`src/hw/rtl/lrpid_pkg.sv`:
```
// shared types and constants of the likelihood-ratio particle identifier
`default_nettype none
package lrpid_pkg;

  localparam int SPECIES_COUNT = 2;

  // shared divider: dividend and divisor widths, iteration counter width
  localparam int DVD_W  = 48;
  localparam int DVS_W  = 33;
  localparam int QCNT_W = 6;

  localparam logic [1:0] FUNC_WRITE    = 2'd0;
  localparam logic [1:0] FUNC_TRAIN    = 2'd1;
  localparam logic [1:0] FUNC_CLASSIFY = 2'd2;

  localparam logic [1:0] STATUS_OK    = 2'd0;
  localparam logic [1:0] STATUS_RANGE = 2'd1;
  localparam logic [1:0] STATUS_ZERO  = 2'd2;

  localparam logic [2:0] CFG_CHARGE_THR  = 3'd0;
  localparam logic [2:0] CFG_CLUSTER_THR = 3'd1;
  localparam logic [2:0] CFG_MOM_LOW     = 3'd2;
  localparam logic [2:0] CFG_MOM_HIGH    = 3'd3;
  localparam logic [2:0] CFG_MOM_BW      = 3'd4;
  localparam logic [2:0] CFG_NORM_LIMIT  = 3'd5;
  localparam logic [2:0] CFG_CHARGE_BW   = 3'd6;

  localparam logic [1:0] DIV_MOM  = 2'd0;
  localparam logic [1:0] DIV_CHG  = 2'd1;
  localparam logic [1:0] DIV_FRAC = 2'd2;

  typedef struct packed {
    logic [1:0]  func;
    logic [15:0] momentum;
    logic        species;
    logic [19:0] plane_charge;
    logic [7:0]  plane_clusters;
    logic        last_plane;
    logic [3:0]  write_momentum_bin;
    logic [6:0]  write_charge_bin;
    logic [15:0] write_count;
  } in_item_t;

  typedef struct packed {
    logic [15:0] electron_likelihood;
    logic [1:0]  status;
  } out_item_t;

  typedef struct packed {
    logic       load;
    logic       clear;
    logic       prep;
    logic       wr_item;
    logic       div_start;
    logic [1:0] div_sel;
    logic       take_mbin;
    logic       take_cbin;
    logic       rd_own;
    logic       rd_pion;
    logic       wr_inc;
    logic       take_ce;
    logic       take_cp;
    logic       mul;
    logic       norm;
    logic       mul_pion;
    logic       align;
    logic       out_load;
  } cmd_t;

  typedef struct packed {
    logic [1:0] func;
    logic       last;
    logic       in_range;
    logic       use_plane;
    logic       div_done;
    logic       sum_zero;
    logic       out_free;
    logic       clear_done;
  } sts_t;

endpackage
`default_nettype wire

```
`src/hw/rtl/lrpid_ctrl.sv`:
```
// sequencer of the particle identifier
`default_nettype none
module lrpid_ctrl import lrpid_pkg::*; (
  input  wire logic clk,
  input  wire logic rst,
  input  wire logic in_valid,
  output logic      in_ready,
  input  wire sts_t sts,
  output cmd_t      cmd
);

  localparam logic [4:0] S_CLEAR = 5'd0;
  localparam logic [4:0] S_IDLE  = 5'd1;
  localparam logic [4:0] S_DISP  = 5'd2;
  localparam logic [4:0] S_MDIV  = 5'd3;
  localparam logic [4:0] S_MWAIT = 5'd4;
  localparam logic [4:0] S_CDIV  = 5'd5;
  localparam logic [4:0] S_CWAIT = 5'd6;
  localparam logic [4:0] S_DECIDE = 5'd7;
  localparam logic [4:0] S_TRD   = 5'd8;
  localparam logic [4:0] S_TINC  = 5'd9;
  localparam logic [4:0] S_RDE   = 5'd10;
  localparam logic [4:0] S_RDP   = 5'd11;
  localparam logic [4:0] S_MULE  = 5'd12;
  localparam logic [4:0] S_NORME = 5'd13;
  localparam logic [4:0] S_MULP  = 5'd14;
  localparam logic [4:0] S_NORMP = 5'd15;
  localparam logic [4:0] S_LAST  = 5'd16;
  localparam logic [4:0] S_FCHK  = 5'd17;
  localparam logic [4:0] S_FWAIT = 5'd18;
  localparam logic [4:0] S_OUT   = 5'd19;

  logic [4:0] state;
  logic [4:0] state_next;

  assign in_ready = (state == S_IDLE);

  always_ff @(posedge clk) begin
    if (rst) begin
      state <= S_CLEAR;
    end else begin
      state <= state_next;
    end
  end

  always_comb begin
    cmd        = '0;
    state_next = state;
    cmd.load   = in_valid && in_ready;
    case (state)
      S_CLEAR: begin
        cmd.clear = 1'b1;
        if (sts.clear_done) state_next = S_IDLE;
      end
      S_IDLE: begin
        if (in_valid) state_next = S_DISP;
      end
      S_DISP: begin
        cmd.prep = 1'b1;
        if (sts.func == FUNC_WRITE) begin
          cmd.wr_item = 1'b1;
          state_next  = S_IDLE;
        end else if (sts.func == FUNC_TRAIN || sts.func == FUNC_CLASSIFY) begin
          state_next = S_MDIV;
        end else begin
          state_next = S_IDLE;
        end
      end
      S_MDIV: begin
        cmd.div_start = 1'b1;
        cmd.div_sel   = DIV_MOM;
        state_next    = S_MWAIT;
      end
      S_MWAIT: begin
        if (sts.div_done) begin
          cmd.take_mbin = 1'b1;
          state_next    = S_CDIV;
        end
      end
      S_CDIV: begin
        cmd.div_start = 1'b1;
        cmd.div_sel   = DIV_CHG;
        state_next    = S_CWAIT;
      end
      S_CWAIT: begin
        if (sts.div_done) begin
          cmd.take_cbin = 1'b1;
          state_next    = S_DECIDE;
        end
      end
      S_DECIDE: begin
        if (sts.func == FUNC_TRAIN) begin
          state_next = sts.use_plane ? S_TRD : S_IDLE;
        end else begin
          state_next = sts.use_plane ? S_RDE : S_LAST;
        end
      end
      S_TRD: begin
        cmd.rd_own = 1'b1;
        state_next = S_TINC;
      end
      S_TINC: begin
        cmd.rd_own = 1'b1;
        cmd.wr_inc = 1'b1;
        state_next = S_IDLE;
      end
      S_RDE: begin
        state_next = S_RDP;
      end
      S_RDP: begin
        cmd.rd_pion = 1'b1;
        cmd.take_ce = 1'b1;
        state_next  = S_MULE;
      end
      S_MULE: begin
        cmd.take_cp = 1'b1;
        cmd.mul     = 1'b1;
        state_next  = S_NORME;
      end
      S_NORME: begin
        cmd.norm   = 1'b1;
        state_next = S_MULP;
      end
      S_MULP: begin
        cmd.mul      = 1'b1;
        cmd.mul_pion = 1'b1;
        state_next   = S_NORMP;
      end
      S_NORMP: begin
        cmd.norm     = 1'b1;
        cmd.mul_pion = 1'b1;
        state_next   = S_LAST;
      end
      S_LAST: begin
        if (!sts.last) begin
          state_next = S_IDLE;
        end else if (!sts.in_range) begin
          state_next = S_OUT;
        end else begin
          cmd.align  = 1'b1;
          state_next = S_FCHK;
        end
      end
      S_FCHK: begin
        if (sts.sum_zero) begin
          state_next = S_OUT;
        end else begin
          cmd.div_start = 1'b1;
          cmd.div_sel   = DIV_FRAC;
          state_next    = S_FWAIT;
        end
      end
      S_FWAIT: begin
        if (sts.div_done) state_next = S_OUT;
      end
      S_OUT: begin
        if (sts.out_free) begin
          cmd.out_load = 1'b1;
          state_next   = S_IDLE;
        end
      end
      default: begin
        state_next = S_IDLE;
      end
    endcase
  end

`ifndef SYNTHESIS
  a_accept_dispatch: assert property (@(posedge clk) disable iff (rst)
    (in_valid && in_ready) |=> state == S_DISP)
    else $error("accepted beat not dispatched");
  a_out_free: assert property (@(posedge clk) disable iff (rst)
    cmd.out_load |-> sts.out_free)
    else $error("result overwritten before taken");
  a_mom_to_charge: assert property (@(posedge clk) disable iff (rst)
    (state == S_MWAIT && sts.div_done) |=> state == S_CDIV)
    else $error("charge division not started after momentum bin");
`endif

endmodule
`default_nettype wire

```
`config.mk`:
```
export PLATFORM = sky130hd
export DESIGN_NAME = lrpid_ctrl
export DESIGN_NICKNAME = d
export VERILOG_FILES = /design/src/hw/rtl/lrpid_pkg.sv /design/src/hw/rtl/lrpid_ctrl.sv
export SDC_FILE = /design/constraint.sdc
export NUM_CORES = 1
export LEC_CHECK = 0
export BUFFER_PORTS_ARGS = -buffer_cell sky130_fd_sc_hd__buf_4
export CAP_MARGIN = 25
export CORE_MARGIN = 3
export CORE_UTILIZATION = 50
export DETAILED_ROUTE_END_ITERATION = 8
export GPL_TIMING_DRIVEN = 1
export PLACE_DENSITY = 0.84
export SETUP_SLACK_MARGIN = 0.02
export SLEW_MARGIN = 20
export SYNTH_ARGS = -nofsm -noshare
export SYNTH_HDL_FRONTEND = slang
export SYNTH_SLANG_ARGS = --single-unit
```
`constraint.sdc`:
```
create_clock -name clk -period 2.2 [get_ports clk]
set_input_delay 0.22 -clock clk [delete_from_list [all_inputs] [get_ports clk]]
set_output_delay 0.22 -clock clk [all_outputs]
set_load 0.02 [all_outputs]
```
; Word level (Yosys, flattened, before mapping)
; Index checks and enable logic that the tools add are counted.
[op_classes]
mux = 35
n_eq_ne = 27
n_reduce_logical = 9
[op_table]
columns = operator, count
row1 = one-hot mux 5 bit (19 select lines), 1
row2 = 2-to-1 mux 5 bit, 10
row3 = == test 5 x 4 -> 1 bit (second input constant), 8
row4 = == test 5 x 3 -> 1 bit (second input constant), 4
row5 = == test 5 bit (second input constant), 4
row6 = 2-to-1 mux 1 bit, 18
row7 = inequality test 2 bit (second input constant), 6
row8 = == test 5 x 2 -> 1 bit (second input constant), 2
row9 = one-hot mux 3 bit (3 select lines), 1
row10 = OR reduction 2 bit, 4
row11 = 2-to-1 mux 2 bit, 3
row12 = AND reduction 6 bit, 1
row13 = == test 5 x 1 -> 1 bit (second input constant), 1
row14 = logical NOT 5 bit, 1
row15 = 2-to-1 mux 4 bit, 1
row16 = 2-to-1 mux 3 bit, 1
row17 = == test 2 x 1 -> 1 bit (second input constant), 1
row18 = == test 2 bit (second input constant), 1
row19 = logical NOT 2 bit, 1
row20 = logical AND 1 bit, 1
row21 = logical OR 1 bit, 1
[totals]
output_inout_bits = 20
ff_bits = 5
inputBits = 12
wordCells = 72

; Depth between registers and ports, before layout
[logic_depth]
word_depth = 5
mapped_depth = 7
ltp_nobuf = 7

; Worst setup path after synthesis
; No wires, ideal clock.
[synth_path]
kind = reg2out
start = reg state[4]
end = out cmd[8] (netlist bit)
path_stages_with_launch = 5
path_buffers = 3
required_time_ns = 1.980
path_slack_ns = 0.509
t_arrival_ns = 1.471
path_cell_list = dfxtp_1 > buf_4 > clkbuf_1 > nor3_1 > buf_4
[synth_lines]
columns = item, line
row1 = start: declaration, lrpid_ctrl.sv:33  ; logic [4:0] state;
row2 = start signal: assignment, lrpid_ctrl.sv:42  ; state <= state_next;
row3 = end: declaration, lrpid_ctrl.sv:9  ; output cmd_t cmd

==> impl_metrics.py <==
metrics = {
    "clock_tree": {
        "cts_setup_buffers": 0,
        "cts_tree": "done",
        "path_clk_slew_ns": 0.04,
        "clk_path_buf_depth": 2,
        "clock_sinks": 5,
        "clock_latency_ns": 0.24,
        "clock-root-buffer": "clkbuf_4",
        "htree_num_levels": 1,
        "postCtsHoldBufs": 0,
        "cts_buffers": 3,
        "ctsResizeCount": 0,
    },
    "grt": {
        "grtUsageTotal_pct": 23.8,
        "grt_first_pass_wirelength_microns": 3550,
        "grt_antenna_before_repair": 0,
        "grt_max_degree": 18,
        "overflow": 0,
        "grt_pass1_vias": 779,
    },
    "timing": {
        "final-setup-viol-count": 0,
        "worstMarginPinSlew_ns": 0.560,
        "skew_ns": 0.00264,
        "drv_slew": 0,
        "max_slew_margin_pct": 62.6,
        "final.setup.worst_slack_ns": 0.232,
        "fin_crit_ns": 1.97,
        "hold_violations": 0,
        "setup_tns_ns": 0,
        "rsz0062_at_grt": "false",
        "fin_crit_sh_pct": 89.4,
        "max_clock_freq_mhz": 508,
    },
    "yosys": {
        "synth-seq-cells": 5,
        "synth_fp_nets": 120,
        "syn_area_sq_um": 737,
        "yosysWarnings": 0,
        "synth.avg_cell_area_sq_um": 6.95,
        "synth_top_flop_cell": "dfxtp_1",
        "synth_edf_count": 0,
        "synthArstFlopShare_pct": 0,
        "synthCells": 106,
        "seq_area_frac_synth_pct": 13.6,
        "synth_cell_type_count": 47,
    },
    "worst_setup_path": {
        "worst-path-buf-inv": 1,
        "crit_slowest_cell": "dfxtp_1",
        "cp-end-kind": "output pin",
        "start_kind": "flop",
        "critPathRequiredTime_ns": 1.98,
        "cp_data_arrival_time_ns": 1.75,
        "worstPathCellList": "or3b_4, nor3_1, buf_4",
        "cp_max_fo": 14,
        "crit_type": "reg -> out",
        "slowest_delay_ns": 0.60,
        "crit_family": "simple AND/OR/NAND/NOR gates",
    },
    "detailed_routing": {
        "routed_wl_microns": 2200,
        "drcViolationCount": 0,
        "detail_route.wl_per_cell_microns": 14.7,
        "via_per_inst": 5.99,
        "final_antenna_net_count": 0,
        "first_iter_violations": 37,
        "dr.pass1.iters": 4,
        "num_vias": 899,
    },
    "cells_and_area": {
        "area_growth_syn_to_layout_pct": 33.1,
        "largest_reg_flops": 5,
        "largest_register": "state",
        "largestRegisters": "state (5)",
        "num-fill-cells": 110,
        "multi_input_area_sq_um": 551,
        "design_area_sq_um": 981,
        "final_common_cell": "buf_4",
        "drive_gt1_share_pct": 33.3,
        "antennaDiodeCount": 0,
        "layout_common_cells": "34 x buf_4, 14 x nor3_1, 12 x nor2_1",
        "fin_nets": 150,
        "register_area_sq_um": 100,
    },
    "place": {
        "placed_cell_area_sq_um": 955,
        "io_buffers": 31,
        "pre_cts_slack_ns": 0.390,
        "gp_congestion": 0.848,
        "place_hpwl_microns": 1640,
    },
    "power_and_ir_drop": {
        "ir_worst_vdd_v": 0.000368,
        "internal-power_uw": 273,
        "p_comb_share_pct": 48.9,
        "total_power_uw": 466,
        "swShare_pct": 41.5,
        "p_seq_share_pct": 28.0,
        "p_clk_share_pct": 23.0,
        "powerDensity_nw_per_um2": 476,
        "power.switching_uw": 194,
        "leakagePower_nw": 0.446,
    },
    "die": {
        "die_area_sq_um": 1970,
        "die_h_microns": 44.4,
        "rows": 13,
        "start_util_pct": 55.3,
        "die_w_microns": 44.4,
        "ioPinCount": 32,
        "core_sq_um": 1330,
    },
    "run_status": {
        "status": "finished, final reports clean",
    },
    "min_path": {
        "hold_class": "in -> reg",
    },
    "run": {
        "cap_violations": 0,
    },
}
[metrics by stage]
step                      util [%]  std cells  hold WS, ns
final                         73.5        150        0.172
after global routing          73.5        150        0.165
after global placement        71.6        146        0.423
after detailed placement      71.6        146        0.425
after floorplan                  -        106        0.292
after CTS                     73.5        150        0.169
[final timing paths]
check,endpoint,cells after the start,slack [ns],startpoint
setup / recovery,cmd[1],3,0.23,state[4]$_SDFFE_PP0P_
hold / removal,state[1]$_SDFFE_PP0P_,2,0.17,rst
hold reg to reg,state[0]$_SDFFE_PP0P_,2,0.72,state[0]$_SDFFE_PP0P_
setup reg to reg,state[4]$_SDFFE_PP0P_,5,0.35,state[1]$_SDFFE_PP0P_
[synthesized netlist by cell type, drive strengths merged (2+ instances only)]
master   n  area share, %
or3b     3            3.9
or2b     2            2.2
buf      7            6.6
a21oi    4            2.7
nand2b   5            4.2
and2     2            1.7
ha       2            3.4
nor3    16             12
nor2    13            7.6
dfxtp    5             14
o22ai    2            1.7
a211oi   3            3.1
inv      8            4.1
o21ai    3            2.0
clkbuf   2            1.0
nor4     2            2.5
nand2    3            1.5
or3      2            1.7
or2      2            1.7
nand4b   3            3.6
[logic make-up after synthesis]
family / count (synthesis) / share of synthesized area (%)
xor+xnor: 2 / 2.38
flops: 5 / 13.6
fa+ha+maj: 2 / 3.40
buf+inv: 17 / 11.7
simple gates: 59 / 48.6
compound gates: 21 / 20.4
[cell type report]
| class | count | area share (%) |
|---|---|---|
| clock buffer | 4 | 2.68 |
| inverter | 8 | 3.06 |
| multi-input combinational | 84 | 56.1 |
| sequential | 5 | 10.2 |
| tap | 15 | 1.91 |
| timing repair buffer | 34 | 26.0 |
[power by group through the flow]
stage / Combinational [mW] / Clock [mW] / Sequential [mW]
CTS: 0.226 / 0.110 / 0.130
finish: 0.228 / 0.107 / 0.131
detailed placement: 0.224 / 0 / 0.131
global placement: 0.220 / 0 / 0.131
global route: 0.247 / 0.117 / 0.135
floorplan: 0.171 / 0 / 0.106
[routing by layer]
metal  part of all wire (%)  vias up  global-route usage [%]  wire length [microns]
li1                       -      440                       -                      -
met1                     42      419                    32.9                    920
met2                     51       36                    37.5                   1120
met3                    6.1        4                    2.85                    135
met4                    1.2        0                    9.04                     27
met5                      0        -                       0                      0
Power figures use the tool's default switching activity.
